File: config.mk
export PLATFORM = sky130hd
export DESIGN_NAME = ipsec_policy_first_match_flat
export DESIGN_NICKNAME = d
export VERILOG_FILES = /design/src/hw/rtl/ipf_pkg.sv /design/src/hw/rtl/ipf_if.sv /design/src/hw/rtl/ipsec_policy_first_match.sv /design/src/hw/rtl/ipf_dp.sv /design/src/hw/rtl/ipf_ctrl.sv /design/src/flat_wrapper.sv
export SDC_FILE = /design/constraint.sdc
export NUM_CORES = 2
export LEC_CHECK = 0
export BUFFER_PORTS_ARGS = -buffer_cell sky130_fd_sc_hd__buf_2
export CORE_UTILIZATION = 40
export DETAILED_ROUTE_END_ITERATION = 8
export PLACE_DENSITY_LB_ADDON = 0.08
export SETUP_SLACK_MARGIN = 0.5
export SYNTH_ARGS = -nofsm -noshare
export SYNTH_HDL_FRONTEND = slang
export SYNTH_HIERARCHICAL = 1
export SYNTH_SLANG_ARGS = --single-unit
File: constraint.sdc
create_clock -name clk_i -period 23.1 [get_ports clk_i]
set_input_delay 1.155 -clock clk_i [delete_from_list [all_inputs] [get_ports clk_i]]
set_output_delay 1.155 -clock clk_i [all_outputs]
set_load 0.02 [all_outputs]
File: src/hw/rtl/ipf_pkg.sv
`timescale 1ns / 1ps
`default_nettype none

package ipf_pkg;

  localparam int unsigned TABLE_DEPTH = 16;
  localparam int unsigned IDX_W       = (TABLE_DEPTH > 1) ? $clog2(TABLE_DEPTH) : 1;
  localparam int unsigned CNT_W       = $clog2(TABLE_DEPTH + 1);

  localparam int unsigned FUNC_W    = 2;
  localparam int unsigned ENTRY_W   = 4;
  localparam int unsigned ADDR_W    = 32;
  localparam int unsigned PROTO_W   = 8;
  localparam int unsigned SA_W      = 10;
  localparam int unsigned STATUS_W  = 2;
  localparam int unsigned ENTRIES_W = 5;
  localparam int unsigned CFG_IDX_W = 2;
  localparam int unsigned CFG_DAT_W = 8;

  localparam logic [FUNC_W-1:0] FUNC_LOAD   = 2'd0;
  localparam logic [FUNC_W-1:0] FUNC_LOOKUP = 2'd1;
  localparam logic [FUNC_W-1:0] FUNC_BIND   = 2'd2;

  localparam logic TRANSPORT = 1'b0;
  localparam logic TUNNEL    = 1'b1;

  localparam logic [PROTO_W-1:0] PROTO_WILDCARD = 8'd255;

  localparam logic [STATUS_W-1:0] BIND_NONE    = 2'd0;
  localparam logic [STATUS_W-1:0] BIND_NEW     = 2'd1;
  localparam logic [STATUS_W-1:0] BIND_ALREADY = 2'd2;

  localparam logic [CFG_IDX_W-1:0] CFG_ENTRIES_IN_USE = 2'd0;
  localparam logic [CFG_IDX_W-1:0] CFG_ANY_PROTOCOL   = 2'd1;

  typedef struct packed {
    logic [FUNC_W-1:0]  func;
    logic [ENTRY_W-1:0] entry_index;
    logic [ADDR_W-1:0]  addr_a;
    logic [ADDR_W-1:0]  mask_a;
    logic [ADDR_W-1:0]  addr_b;
    logic [ADDR_W-1:0]  mask_b;
    logic [PROTO_W-1:0] upper_protocol;
    logic [PROTO_W-1:0] ipsec_protocol;
    logic               mode;
    logic [ADDR_W-1:0]  tunnel_src;
    logic [ADDR_W-1:0]  tunnel_dst;
    logic [SA_W-1:0]    sa_handle;
  } item_t;

  typedef struct packed {
    logic [ADDR_W-1:0]  src;
    logic [ADDR_W-1:0]  src_care;
    logic [ADDR_W-1:0]  dst;
    logic [ADDR_W-1:0]  dst_care;
    logic [PROTO_W-1:0] upper_proto;
    logic [PROTO_W-1:0] ipsec_proto;
    logic               mode;
    logic [ADDR_W-1:0]  tunnel_src;
    logic [ADDR_W-1:0]  tunnel_dst;
  } rule_t;

  typedef struct packed {
    logic                hit;
    logic [ENTRY_W-1:0]  match_index;
    logic [STATUS_W-1:0] bind_status;
    logic [SA_W-1:0]     first_sa;
  } result_t;

  typedef struct packed {
    logic capture;
    logic advance;
    logic finish;
  } cmd_t;

  typedef struct packed {
    logic done;
    logic hit;
  } stat_t;

  function automatic logic [ADDR_W-1:0] swap32(input logic [ADDR_W-1:0] v);
    return {v[7:0], v[15:8], v[23:16], v[31:24]};
  endfunction

endpackage

`default_nettype wire

File: src/hw/rtl/ipf_if.sv
`timescale 1ns / 1ps
`default_nettype none

interface ipf_item_if;
  import ipf_pkg::*;
  logic               valid;
  logic               ready;
  logic [FUNC_W-1:0]  func;
  logic [ENTRY_W-1:0] entry_index;
  logic [ADDR_W-1:0]  addr_a;
  logic [ADDR_W-1:0]  mask_a;
  logic [ADDR_W-1:0]  addr_b;
  logic [ADDR_W-1:0]  mask_b;
  logic [PROTO_W-1:0] upper_protocol;
  logic [PROTO_W-1:0] ipsec_protocol;
  logic               mode;
  logic [ADDR_W-1:0]  tunnel_src;
  logic [ADDR_W-1:0]  tunnel_dst;
  logic [SA_W-1:0]    sa_handle;

  modport source (
    output valid, func, entry_index, addr_a, mask_a, addr_b, mask_b, upper_protocol,
           ipsec_protocol, mode, tunnel_src, tunnel_dst, sa_handle,
    input  ready
  );
  modport sink (
    input  valid, func, entry_index, addr_a, mask_a, addr_b, mask_b, upper_protocol,
           ipsec_protocol, mode, tunnel_src, tunnel_dst, sa_handle,
    output ready
  );
endinterface

interface ipf_result_if;
  import ipf_pkg::*;
  logic                valid;
  logic                ready;
  logic                hit;
  logic [ENTRY_W-1:0]  match_index;
  logic [STATUS_W-1:0] bind_status;
  logic [SA_W-1:0]     first_sa;

  modport source (output valid, hit, match_index, bind_status, first_sa, input ready);
  modport sink (input valid, hit, match_index, bind_status, first_sa, output ready);
endinterface

interface ipf_cfg_if;
  import ipf_pkg::*;
  logic                 valid;
  logic                 ready;
  logic [CFG_IDX_W-1:0] index;
  logic [CFG_DAT_W-1:0] data;

  modport source (output valid, index, data, input ready);
  modport sink (input valid, index, data, output ready);
endinterface

`default_nettype wire

File: src/hw/rtl/ipsec_policy_first_match.sv
`timescale 1ns / 1ps
`default_nettype none

// Ordered policy table of 16 rules with first-match lookup and SA binding. One item is
// handled at a time: after its transfer, the table is scanned one rule per cycle starting
// at slot 0 until the first match or until n rules have been tried, where n is
// entries_in_use capped at 16; a load or an unknown function gives its result without a
// scan. The next item can be taken the cycle after the result is registered; the scan rate
// is set by the single rule read port that the scan walks. The result register lets a
// new item start while the previous result still waits; if that result is still
// waiting when the scan ends, the scan holds until it has been taken.
// Configuration is always ready and takes effect as soon as it is written, also on a scan
// in progress; rules must be loaded before they are scanned.
module ipsec_policy_first_match (
  input  logic clk_i,
  input  logic rst_ni,
  ipf_item_if.sink     in_i,
  ipf_result_if.source out_o,
  ipf_cfg_if.sink      cfg_i
);
  import ipf_pkg::*;

  cmd_t    cmd;
  stat_t   stat;
  item_t   item;
  result_t res;

  assign item = '{
    func:           in_i.func,
    entry_index:    in_i.entry_index,
    addr_a:         in_i.addr_a,
    mask_a:         in_i.mask_a,
    addr_b:         in_i.addr_b,
    mask_b:         in_i.mask_b,
    upper_protocol: in_i.upper_protocol,
    ipsec_protocol: in_i.ipsec_protocol,
    mode:           in_i.mode,
    tunnel_src:     in_i.tunnel_src,
    tunnel_dst:     in_i.tunnel_dst,
    sa_handle:      in_i.sa_handle
  };

  assign cfg_i.ready       = 1'b1;
  assign out_o.hit         = res.hit;
  assign out_o.match_index = res.match_index;
  assign out_o.bind_status = res.bind_status;
  assign out_o.first_sa    = res.first_sa;

  ipf_ctrl u_ctrl (
    .clk_i       (clk_i),
    .rst_ni      (rst_ni),
    .in_valid_i  (in_i.valid),
    .in_ready_o  (in_i.ready),
    .out_valid_o (out_o.valid),
    .out_ready_i (out_o.ready),
    .cmd_o       (cmd),
    .stat_i      (stat)
  );

  ipf_dp u_dp (
    .clk_i       (clk_i),
    .rst_ni      (rst_ni),
    .cmd_i       (cmd),
    .stat_o      (stat),
    .item_i      (item),
    .res_o       (res),
    .cfg_we_i    (cfg_i.valid),
    .cfg_index_i (cfg_i.index),
    .cfg_data_i  (cfg_i.data)
  );

endmodule

`default_nettype wire

File: src/hw/rtl/ipf_dp.sv
`timescale 1ns / 1ps
`default_nettype none

module ipf_dp (
  input  logic                          clk_i,
  input  logic                          rst_ni,
  input  ipf_pkg::cmd_t                 cmd_i,
  output ipf_pkg::stat_t                stat_o,
  input  ipf_pkg::item_t                item_i,
  output ipf_pkg::result_t              res_o,
  input  logic                          cfg_we_i,
  input  logic [ipf_pkg::CFG_IDX_W-1:0] cfg_index_i,
  input  logic [ipf_pkg::CFG_DAT_W-1:0] cfg_data_i
);
  import ipf_pkg::*;

  item_t                item_q;
  logic [CNT_W-1:0]     cnt_q, cnt_d;
  logic [ENTRIES_W-1:0] entries_q;
  logic [PROTO_W-1:0]   any_proto_q;
  rule_t                rule_q [TABLE_DEPTH];
  logic [SA_W-1:0]      first_sa_q [TABLE_DEPTH];
  logic [TABLE_DEPTH-1:0] bound_q;
  result_t              res_q, res_d;

  logic [IDX_W-1:0]  cur_idx;
  rule_t             cur;
  logic              cur_bound;
  logic [SA_W-1:0]   cur_sa;
  logic [CNT_W-1:0]  limit;
  logic              scan_end;
  logic [ADDR_W-1:0] pa, pb;
  logic              addr_ok, lookup_ok, bind_ok;
  logic              is_lookup, is_bind, is_load, match;
  logic              load_ok;

  assign cur_idx   = cnt_q[IDX_W-1:0];
  assign cur       = rule_q[cur_idx];
  assign cur_bound = bound_q[cur_idx];
  assign cur_sa    = first_sa_q[cur_idx];

  assign is_load   = (item_q.func == FUNC_LOAD);
  assign is_lookup = (item_q.func == FUNC_LOOKUP);
  assign is_bind   = (item_q.func == FUNC_BIND);
  assign load_ok   = is_load && ({1'b0, item_q.entry_index} < (ENTRY_W + 1)'(TABLE_DEPTH));

  always_comb begin
    limit = (CNT_W'(entries_q) > CNT_W'(TABLE_DEPTH)) ? CNT_W'(TABLE_DEPTH)
                                                        : CNT_W'(entries_q);
    scan_end = (cnt_q >= limit);
    pa = is_lookup ? swap32(item_q.addr_a) : item_q.addr_a;
    pb = is_lookup ? swap32(item_q.addr_b) : item_q.addr_b;
    addr_ok = ((pa & cur.src_care) == (cur.src & cur.src_care)) &&
              ((pb & cur.dst_care) == (cur.dst & cur.dst_care));
    lookup_ok = addr_ok && ((cur.upper_proto == any_proto_q) ||
                            (cur.upper_proto == item_q.upper_protocol));
    bind_ok = ((cur.mode == TUNNEL) ? ((item_q.addr_a == cur.tunnel_src) &&
                                       (item_q.addr_b == cur.tunnel_dst))
                                    : addr_ok) &&
              (cur.ipsec_proto == item_q.ipsec_protocol);
    match = !scan_end && ((is_lookup && lookup_ok) || (is_bind && bind_ok));
  end

  assign stat_o.done = !(is_lookup || is_bind) || scan_end || match;
  assign stat_o.hit  = match;

  always_comb begin
    res_d = '0;
    if (match) begin
      res_d.hit         = 1'b1;
      res_d.match_index = ENTRY_W'(cur_idx);
      if (is_bind) begin
        res_d.bind_status = cur_bound ? BIND_ALREADY : BIND_NEW;
        res_d.first_sa    = cur_bound ? cur_sa : item_q.sa_handle;
      end else begin
        res_d.first_sa = cur_bound ? cur_sa : '0;
      end
    end
  end

  always_comb begin
    cnt_d = cnt_q;
    if (cmd_i.capture) begin
      cnt_d = '0;
    end else if (cmd_i.advance) begin
      cnt_d = cnt_q + CNT_W'(1);
    end
  end

  always_ff @(posedge clk_i or negedge rst_ni) begin
    if (!rst_ni) begin
      cnt_q       <= '0;
      entries_q   <= '0;
      any_proto_q <= PROTO_WILDCARD;
      bound_q     <= '0;
    end else begin
      cnt_q <= cnt_d;
      if (cfg_we_i) begin
        unique case (cfg_index_i)
          CFG_ENTRIES_IN_USE: entries_q   <= cfg_data_i[ENTRIES_W-1:0];
          CFG_ANY_PROTOCOL:   any_proto_q <= cfg_data_i[PROTO_W-1:0];
          default: ;
        endcase
      end
      if (cmd_i.finish) begin
        if (load_ok) begin
          bound_q[item_q.entry_index[IDX_W-1:0]] <= 1'b0;
        end else if (is_bind && match && !cur_bound) begin
          bound_q[cur_idx] <= 1'b1;
        end
      end
    end
  end

  always_ff @(posedge clk_i) begin
    if (cmd_i.capture) begin
      item_q <= item_i;
    end
    if (cmd_i.finish) begin
      res_q <= res_d;
      if (load_ok) begin
        rule_q[item_q.entry_index[IDX_W-1:0]] <= '{
          src:         item_q.addr_a,
          src_care:    item_q.mask_a,
          dst:         item_q.addr_b,
          dst_care:    item_q.mask_b,
          upper_proto: item_q.upper_protocol,
          ipsec_proto: item_q.ipsec_protocol,
          mode:        item_q.mode,
          tunnel_src:  item_q.tunnel_src,
          tunnel_dst:  item_q.tunnel_dst
        };
      end
      if (is_bind && match && !cur_bound) begin
        first_sa_q[cur_idx] <= item_q.sa_handle;
      end
    end
  end

  assign res_o = res_q;

endmodule

`default_nettype wire

File: src/hw/rtl/ipf_ctrl.sv
`timescale 1ns / 1ps
`default_nettype none

module ipf_ctrl (
  input  logic           clk_i,
  input  logic           rst_ni,
  input  logic           in_valid_i,
  output logic           in_ready_o,
  output logic           out_valid_o,
  input  logic           out_ready_i,
  output ipf_pkg::cmd_t  cmd_o,
  input  ipf_pkg::stat_t stat_i
);
  import ipf_pkg::*;

  localparam logic ST_IDLE = 1'b0;
  localparam logic ST_SCAN = 1'b1;

  logic state_q, state_d;
  logic out_valid_q, out_valid_d;
  logic out_free;

  assign out_free      = !out_valid_q || out_ready_i;
  assign in_ready_o    = (state_q == ST_IDLE);
  assign out_valid_o   = out_valid_q;

  assign cmd_o.capture = in_valid_i && in_ready_o;
  assign cmd_o.advance = (state_q == ST_SCAN) && !stat_i.done;
  assign cmd_o.finish  = (state_q == ST_SCAN) && stat_i.done && out_free;

  always_comb begin
    state_d = state_q;
    unique case (state_q)
      ST_IDLE: if (cmd_o.capture) state_d = ST_SCAN;
      ST_SCAN: if (cmd_o.finish) state_d = ST_IDLE;
      default: state_d = ST_IDLE;
    endcase
    out_valid_d = out_valid_q;
    if (cmd_o.finish) begin
      out_valid_d = 1'b1;
    end else if (out_ready_i) begin
      out_valid_d = 1'b0;
    end
  end

  always_ff @(posedge clk_i or negedge rst_ni) begin
    if (!rst_ni) begin
      state_q     <= ST_IDLE;
      out_valid_q <= 1'b0;
    end else begin
      state_q     <= state_d;
      out_valid_q <= out_valid_d;
    end
  end

  a_cmd_excl: assert property (@(posedge clk_i) disable iff (!rst_ni)
    $onehot0({cmd_o.capture, cmd_o.advance, cmd_o.finish}))
    else $error("controller commands overlap");

  a_finish_out: assert property (@(posedge clk_i) disable iff (!rst_ni)
    cmd_o.finish |=> (out_valid_q && (state_q == ST_IDLE)))
    else $error("finished item not presented");

  a_scan_holds: assert property (@(posedge clk_i) disable iff (!rst_ni)
    ((state_q == ST_SCAN) && !cmd_o.finish) |=> (state_q == ST_SCAN))
    else $error("scan left without a result");

  a_hit_done: assert property (@(posedge clk_i) disable iff (!rst_ni)
    ((state_q == ST_SCAN) && stat_i.hit) |-> stat_i.done)
    else $error("hit without scan completion");

  a_idle_wait: assert property (@(posedge clk_i) disable iff (!rst_ni)
    ((state_q == ST_IDLE) && !in_valid_i) |=> (state_q == ST_IDLE))
    else $error("scan started without a transfer");

endmodule

`default_nettype wire

File: src/flat_wrapper.sv
// flat-port wrapper written by rule: the top's interface ports become plain ports
module ipsec_policy_first_match_flat import ipf_pkg::*;
  (clk_i, rst_ni, in_i_valid, in_i_func, in_i_entry_index, in_i_addr_a, in_i_mask_a, in_i_addr_b, in_i_mask_b, in_i_upper_protocol, in_i_ipsec_protocol, in_i_mode, in_i_tunnel_src, in_i_tunnel_dst, in_i_sa_handle, in_i_ready, out_o_valid, out_o_hit, out_o_match_index, out_o_bind_status, out_o_first_sa, out_o_ready, cfg_i_valid, cfg_i_index, cfg_i_data, cfg_i_ready);
  ipf_item_if in_i_i ();
  ipf_result_if out_o_i ();
  ipf_cfg_if cfg_i_i ();
  input  logic clk_i;
  input  logic rst_ni;
  input wire logic [$bits(in_i_i.valid)-1:0] in_i_valid;
  input wire logic [$bits(in_i_i.func)-1:0] in_i_func;
  input wire logic [$bits(in_i_i.entry_index)-1:0] in_i_entry_index;
  input wire logic [$bits(in_i_i.addr_a)-1:0] in_i_addr_a;
  input wire logic [$bits(in_i_i.mask_a)-1:0] in_i_mask_a;
  input wire logic [$bits(in_i_i.addr_b)-1:0] in_i_addr_b;
  input wire logic [$bits(in_i_i.mask_b)-1:0] in_i_mask_b;
  input wire logic [$bits(in_i_i.upper_protocol)-1:0] in_i_upper_protocol;
  input wire logic [$bits(in_i_i.ipsec_protocol)-1:0] in_i_ipsec_protocol;
  input wire logic [$bits(in_i_i.mode)-1:0] in_i_mode;
  input wire logic [$bits(in_i_i.tunnel_src)-1:0] in_i_tunnel_src;
  input wire logic [$bits(in_i_i.tunnel_dst)-1:0] in_i_tunnel_dst;
  input wire logic [$bits(in_i_i.sa_handle)-1:0] in_i_sa_handle;
  output wire logic [$bits(in_i_i.ready)-1:0] in_i_ready;
  output wire logic [$bits(out_o_i.valid)-1:0] out_o_valid;
  output wire logic [$bits(out_o_i.hit)-1:0] out_o_hit;
  output wire logic [$bits(out_o_i.match_index)-1:0] out_o_match_index;
  output wire logic [$bits(out_o_i.bind_status)-1:0] out_o_bind_status;
  output wire logic [$bits(out_o_i.first_sa)-1:0] out_o_first_sa;
  input wire logic [$bits(out_o_i.ready)-1:0] out_o_ready;
  input wire logic [$bits(cfg_i_i.valid)-1:0] cfg_i_valid;
  input wire logic [$bits(cfg_i_i.index)-1:0] cfg_i_index;
  input wire logic [$bits(cfg_i_i.data)-1:0] cfg_i_data;
  output wire logic [$bits(cfg_i_i.ready)-1:0] cfg_i_ready;
  assign in_i_i.valid = in_i_valid;
  assign in_i_i.func = in_i_func;
  assign in_i_i.entry_index = in_i_entry_index;
  assign in_i_i.addr_a = in_i_addr_a;
  assign in_i_i.mask_a = in_i_mask_a;
  assign in_i_i.addr_b = in_i_addr_b;
  assign in_i_i.mask_b = in_i_mask_b;
  assign in_i_i.upper_protocol = in_i_upper_protocol;
  assign in_i_i.ipsec_protocol = in_i_ipsec_protocol;
  assign in_i_i.mode = in_i_mode;
  assign in_i_i.tunnel_src = in_i_tunnel_src;
  assign in_i_i.tunnel_dst = in_i_tunnel_dst;
  assign in_i_i.sa_handle = in_i_sa_handle;
  assign in_i_ready = in_i_i.ready;
  assign out_o_valid = out_o_i.valid;
  assign out_o_hit = out_o_i.hit;
  assign out_o_match_index = out_o_i.match_index;
  assign out_o_bind_status = out_o_i.bind_status;
  assign out_o_first_sa = out_o_i.first_sa;
  assign out_o_i.ready = out_o_ready;
  assign cfg_i_i.valid = cfg_i_valid;
  assign cfg_i_i.index = cfg_i_index;
  assign cfg_i_i.data = cfg_i_data;
  assign cfg_i_ready = cfg_i_i.ready;
  ipsec_policy_first_match u_core (.clk_i(clk_i), .rst_ni(rst_ni), .in_i(in_i_i), .out_o(out_o_i), .cfg_i(cfg_i_i));
endmodule
After elaboration in Yosys (flattened, before gate mapping)
Memories as Yosys holds them, arrays and structs flattened. Cells that the tools add are included.

Flip-flop bits (word level): 278. Latch bits: 0. RAM bits: 3504. ROM bits: 0. Input port bits: 240. Logic and storage cells: 115. Memories kept: 2.

$add $sub $neg: 1. Multipliers: 0. Div/mod/pow operators: 0. Magnitude comparators: 6. Equality and inequality tests: 10. Shifts and indexed selects: 0. Multiplexer cells: 31. Bitwise gates (word level): 8. Reduce and logical (&&, ||, !) cells: 35.

Memories: u_core.u_dp.rule_q (depth 16, bits a word 209, read ports 1, clocked after Yosys merged registers in 0, write ports 1, RTL line ipf_dp.sv:21) `rule_t rule_q [TABLE_DEPTH];`; u_core.u_dp.first_sa_q (depth 16, bits a word 10, read ports 1, clocked after Yosys merged registers in 0, write ports 1, RTL line ipf_dp.sv:22) `logic [SA_W-1:0] first_sa_q [TABLE_DEPTH];`.

Operators by type and width (count): $and 32x32->32 (4); $eq 32x32->1 (4); $mux 32 (2); $mux 16 (2); $mux 10 (3); $eq 8x8->1 (3); $mux 17 (1); $and 16x16->16 (1); $not 16->16 (1); $or 16x16->16 (1); $logic_and 1x1->1 (15); $mux 5 (3); $mux 1 (14); $lt 4x5->1 const B (2); $demux 1 s4 (2); $ge 4x1->1 const B (2); $reduce_and 2->1 (4); $logic_or 1x1->1 (6); $reduce_bool 2->1 (3); $add 5x1->5 const B (1); $ge 5x5->1 (1); $gt 5x5->1 const B (1); $logic_not 1->1 (5); $bmux 1 s4 (1); other kinds (6) (9).

Logic depth before layout (Yosys ltp)
Depth in word-level cells: 15. Gate-level depth with buffers: 28.

By module
The synthesis kept the hierarchy.

Modules (own cells, without submodules): ipf_dp (instances 1, cells each 6366, area an instance 145440.7 um2, seq. area each 113348.7 um2); ipf_ctrl (instances 1, cells each 12, area an instance 111.4 um2, seq. area each 50.0 um2); ipsec_policy_first_match (instances 1, cells each 2, area an instance 11.3 um2, seq. area each 0.0 um2).

Least setup slack after synthesis
No wires, ideal clock.

Path kind: reg-to-reg. From: register u_core.u_dp.cnt_q[0]. To: memory u_core/u_dp/rule_q[0][0] in the netlist's numbering, enable pin. Setup time: 1.036 ns. Arrival: 19.131 ns. Data required time: 22.064 ns. Path slack: 2.933 ns. Cell stages (with the launch flop): 28. Clock period less this slack: 20.167 ns. Cells stage by stage: dfrtp_1 > buf_6 > buf_6 > buf_4 > buf_6 > buf_6 > buf_4 > buf_4 > buf_2 > buf_1 > inv_1 > ha_1 > nand2b_1 > a21oi_1 > nor2b_1 > o21ai_0 > nand2b_1 > a21oi_2 > clkbuf_1 > nand3_1 > nand2_1 > nor2b_1 > buf_4 > clkbuf_1 > nand2_1 > or3_1 > clkbuf_1 > nor3_1.

RTL lines: from (decl) (RTL line ipf_dp.sv:18) `logic [CNT_W-1:0] cnt_q, cnt_d;`; from (signal assigned) (RTL line ipf_dp.sv:97) `cnt_q <= cnt_d;`; to (decl) (RTL line ipf_dp.sv:21).

==> out/qor.csv <==
metric,value,unit
globalRouteOverflowTotal,0,
final_nets,7219,
yosysWarningCount,6,
first_pass_iters,5,
grt_pass1_vias,71229,
hp-class,in -> async,
setup_viol,0,
critPathLaunchType,register,
syn_area,146000,um^2
n_fill_cell,30374,
vias,69108,
grt_max_degree,116,
worst-path-max-fanout,51,
post-route-period-util,0.527,
clock-sinks,3782,
hold_violations,0,
grtUsageTotal,0.224,
dp_cells,11348,
postCtsSetupBuffers,0,
worstMarginPinSlew,1270,ps
cts_buffers,411,
slew_headroom,0.130,
cp-end-kind,register,
grt_pass1_wl,573000,um
via_per_inst,5.71,
ctsResizeCount,0,
finalMaxSlewViolations,0,
avgSynthCellArea,22.8,um^2
min_period,12160,ps
place_area,153000,um^2
required,23650,ps
die_w,605,um
io_pins,260,
dieArea,366000,um^2
synthesis.nets,6631,
final_cells,12109,
clock_latency,960,ps
cap_violations,0,
fin_tns_setup,0,ps
hpwl,226000,um
numPortBuffers,258,
fp.coreArea,362000,um^2
criticalPathCategory,reg -> reg,
start_util,0.402,
antenna_found_initial,23,
gp_congestion,0.761,
fin_skew,51.3,ps
clk_path_buf_depth,4,
cts_max_level,5,
wl_per_cell,34.1,um
synth_cells,6379,
multi_input_area,30600,um^2
dieHeight,605,um
grt_setup_unrepaired,no,
cts_tree,built,
vdd_ir_drop_max,69.2,uV
drc,0,
drt_wl_total,413000,um
arrival,12720,ps
antenna_left,0,
leakagePower,52.7,nW
seq_area,113000,um^2
power_density,109,nW/um^2
fmax,82.2,MHz
hold-worst-slack,318,ps
areaGrowthSynthToFinish,14.2,%
ctsRootBufferMaster,clkbuf_16,
path_clk_slew,60,ps
hold_buffers,0,
drt_iter0_drc,6701,
num_rows,221,
outcome,finished clean,
layout-drive-gt1-share,0.279,
final_cell_area,166000,um^2
-- worst max-delay path: stages (launching register included) --
cell and delay (ps):
dfrtp_4 880, buf_4 770, buf_4 590, buf_4 680, mux4_2 590, mux2i_1 600, xor2_1 220, a32oi_1 250
nand4_1 440, nor4_1 770, o2111ai_1 690, a2111oi_4 530, nor2_1 200, buf_4 240, nand3_1 150, nand2_1 100
nor2b_2 260, nand2_1 170, or3_1 550, nor2_4 140, buf_4 690, buf_4 900, buf_4 960
-- sequential cells by signal, summed over array words and instances, names as in the netlist --
signal	cells
u_core/u_ctrl/state_q	1
u_core/u_dp/bound_q	16
u_core/u_dp/cnt_q	5
u_core/u_dp/rule_q	3344
u_core/u_dp/item_q	225
u_core/u_dp/entries_q	5
u_core/u_dp/res_o	17
u_core/u_ctrl/out_valid_o	1
u_core/u_dp/first_sa_q	160
u_core/u_dp/any_proto_q	8
-- metal layers --
layer	global-route usage	part of all wire	vias to the layer above
met1	0.331	0.45	38362
met5	0	0	-
met2	0.364	0.48	2198
met4	0.0412	0.017	0
met3	0.0253	0.052	446
li1	-	-	28102
-- worst paths after layout --
check,depth (start not counted),slack [ps],start,to
min reg2reg,1,510,u_core/u_dp/entries_q[0],u_core/u_dp/entries_q[0]
max,22,10940,u_core/u_dp/cnt_q[0],u_core/u_dp/rule_q[4][29]
max in group asynchronous,2,22260,rst_ni,u_core/u_dp/cnt_q[2]
min,2,320,rst_ni,u_core/u_ctrl/out_valid_o
max reg2reg,22,10940,u_core/u_dp/cnt_q[0],u_core/u_dp/rule_q[4][29]
min in group clk_i,1,360,in_i_ipsec_protocol[2],u_core/u_dp/item_q[77]
-- area by class of cell --
type,count,share of cell area
Antenna cell,6,0.0000903
Clock buffer,514,0.0657
Clock inverter,241,0.0116
Inverter,19,0.000550
Multi-Input combinational cell,2271,0.184
Sequential cell,3782,0.682
Tap cell,4794,0.0361
Timing Repair Buffer,482,0.0195
-- cells in the final DEF (no fill, tap or decap), types with 10 or more instances in the layout --
| master | n |
|---|---|
| edfxtp_1 | 3746 |
| ha_1 | 11 |
| nand2b_1 | 10 |
| xnor2_1 | 129 |
| inv_1 | 16 |
| buf_12 | 22 |
| o22ai_1 | 19 |
| nor4_4 | 12 |
| o221ai_1 | 14 |
| mux4_2 | 882 |
| clkinv_1 | 109 |
| a21oi_1 | 32 |
| clkbuf_1 | 90 |
| nor2_1 | 42 |
| nand4_1 | 32 |
| nor3_1 | 17 |
| nand3_1 | 43 |
| mux2_2 | 52 |
| a31oi_1 | 28 |
| xor2_1 | 81 |
| and3_1 | 28 |
| nor2_4 | 12 |
| clkinv_2 | 77 |
| nor4_1 | 21 |
| dfrtp_1 | 24 |
| bufinv_16 | 25 |
| o21ai_0 | 35 |
| a22o_1 | 15 |
| buf_4 | 202 |
| mux2i_1 | 365 |
| a22oi_1 | 19 |
| nand2_1 | 242 |
| buf_2 | 258 |
| clkbuf_16 | 421 |
-- report_power, final --
part           leakage [nW]  switching (mW)  internal [mW]  total, mW
Sequential             34.2           0.277           7.94       8.22
Combinational          12.2            2.13           1.50       3.63
Clock                  6.28            2.70           3.62       6.31
-- through the flow --
| stage | utilization | setup slack [ps] | power (mW) |
|---|---|---|---|
| 5_1_grt | 0.459 | 10310 | 18.8 |
| 3_5_place_dp | 0.423 | 10920 | 12.1 |
| 3_3_place_gp | 0.423 | 10850 | 12.1 |
| 2_1_floorplan | - | 2930 | 10.7 |
| 4_1_cts | 0.459 | 10860 | 18.4 |
| 6_report | 0.459 | 10940 | 18.2 |
No activity file was read; power rests on OpenSTA's default activity.
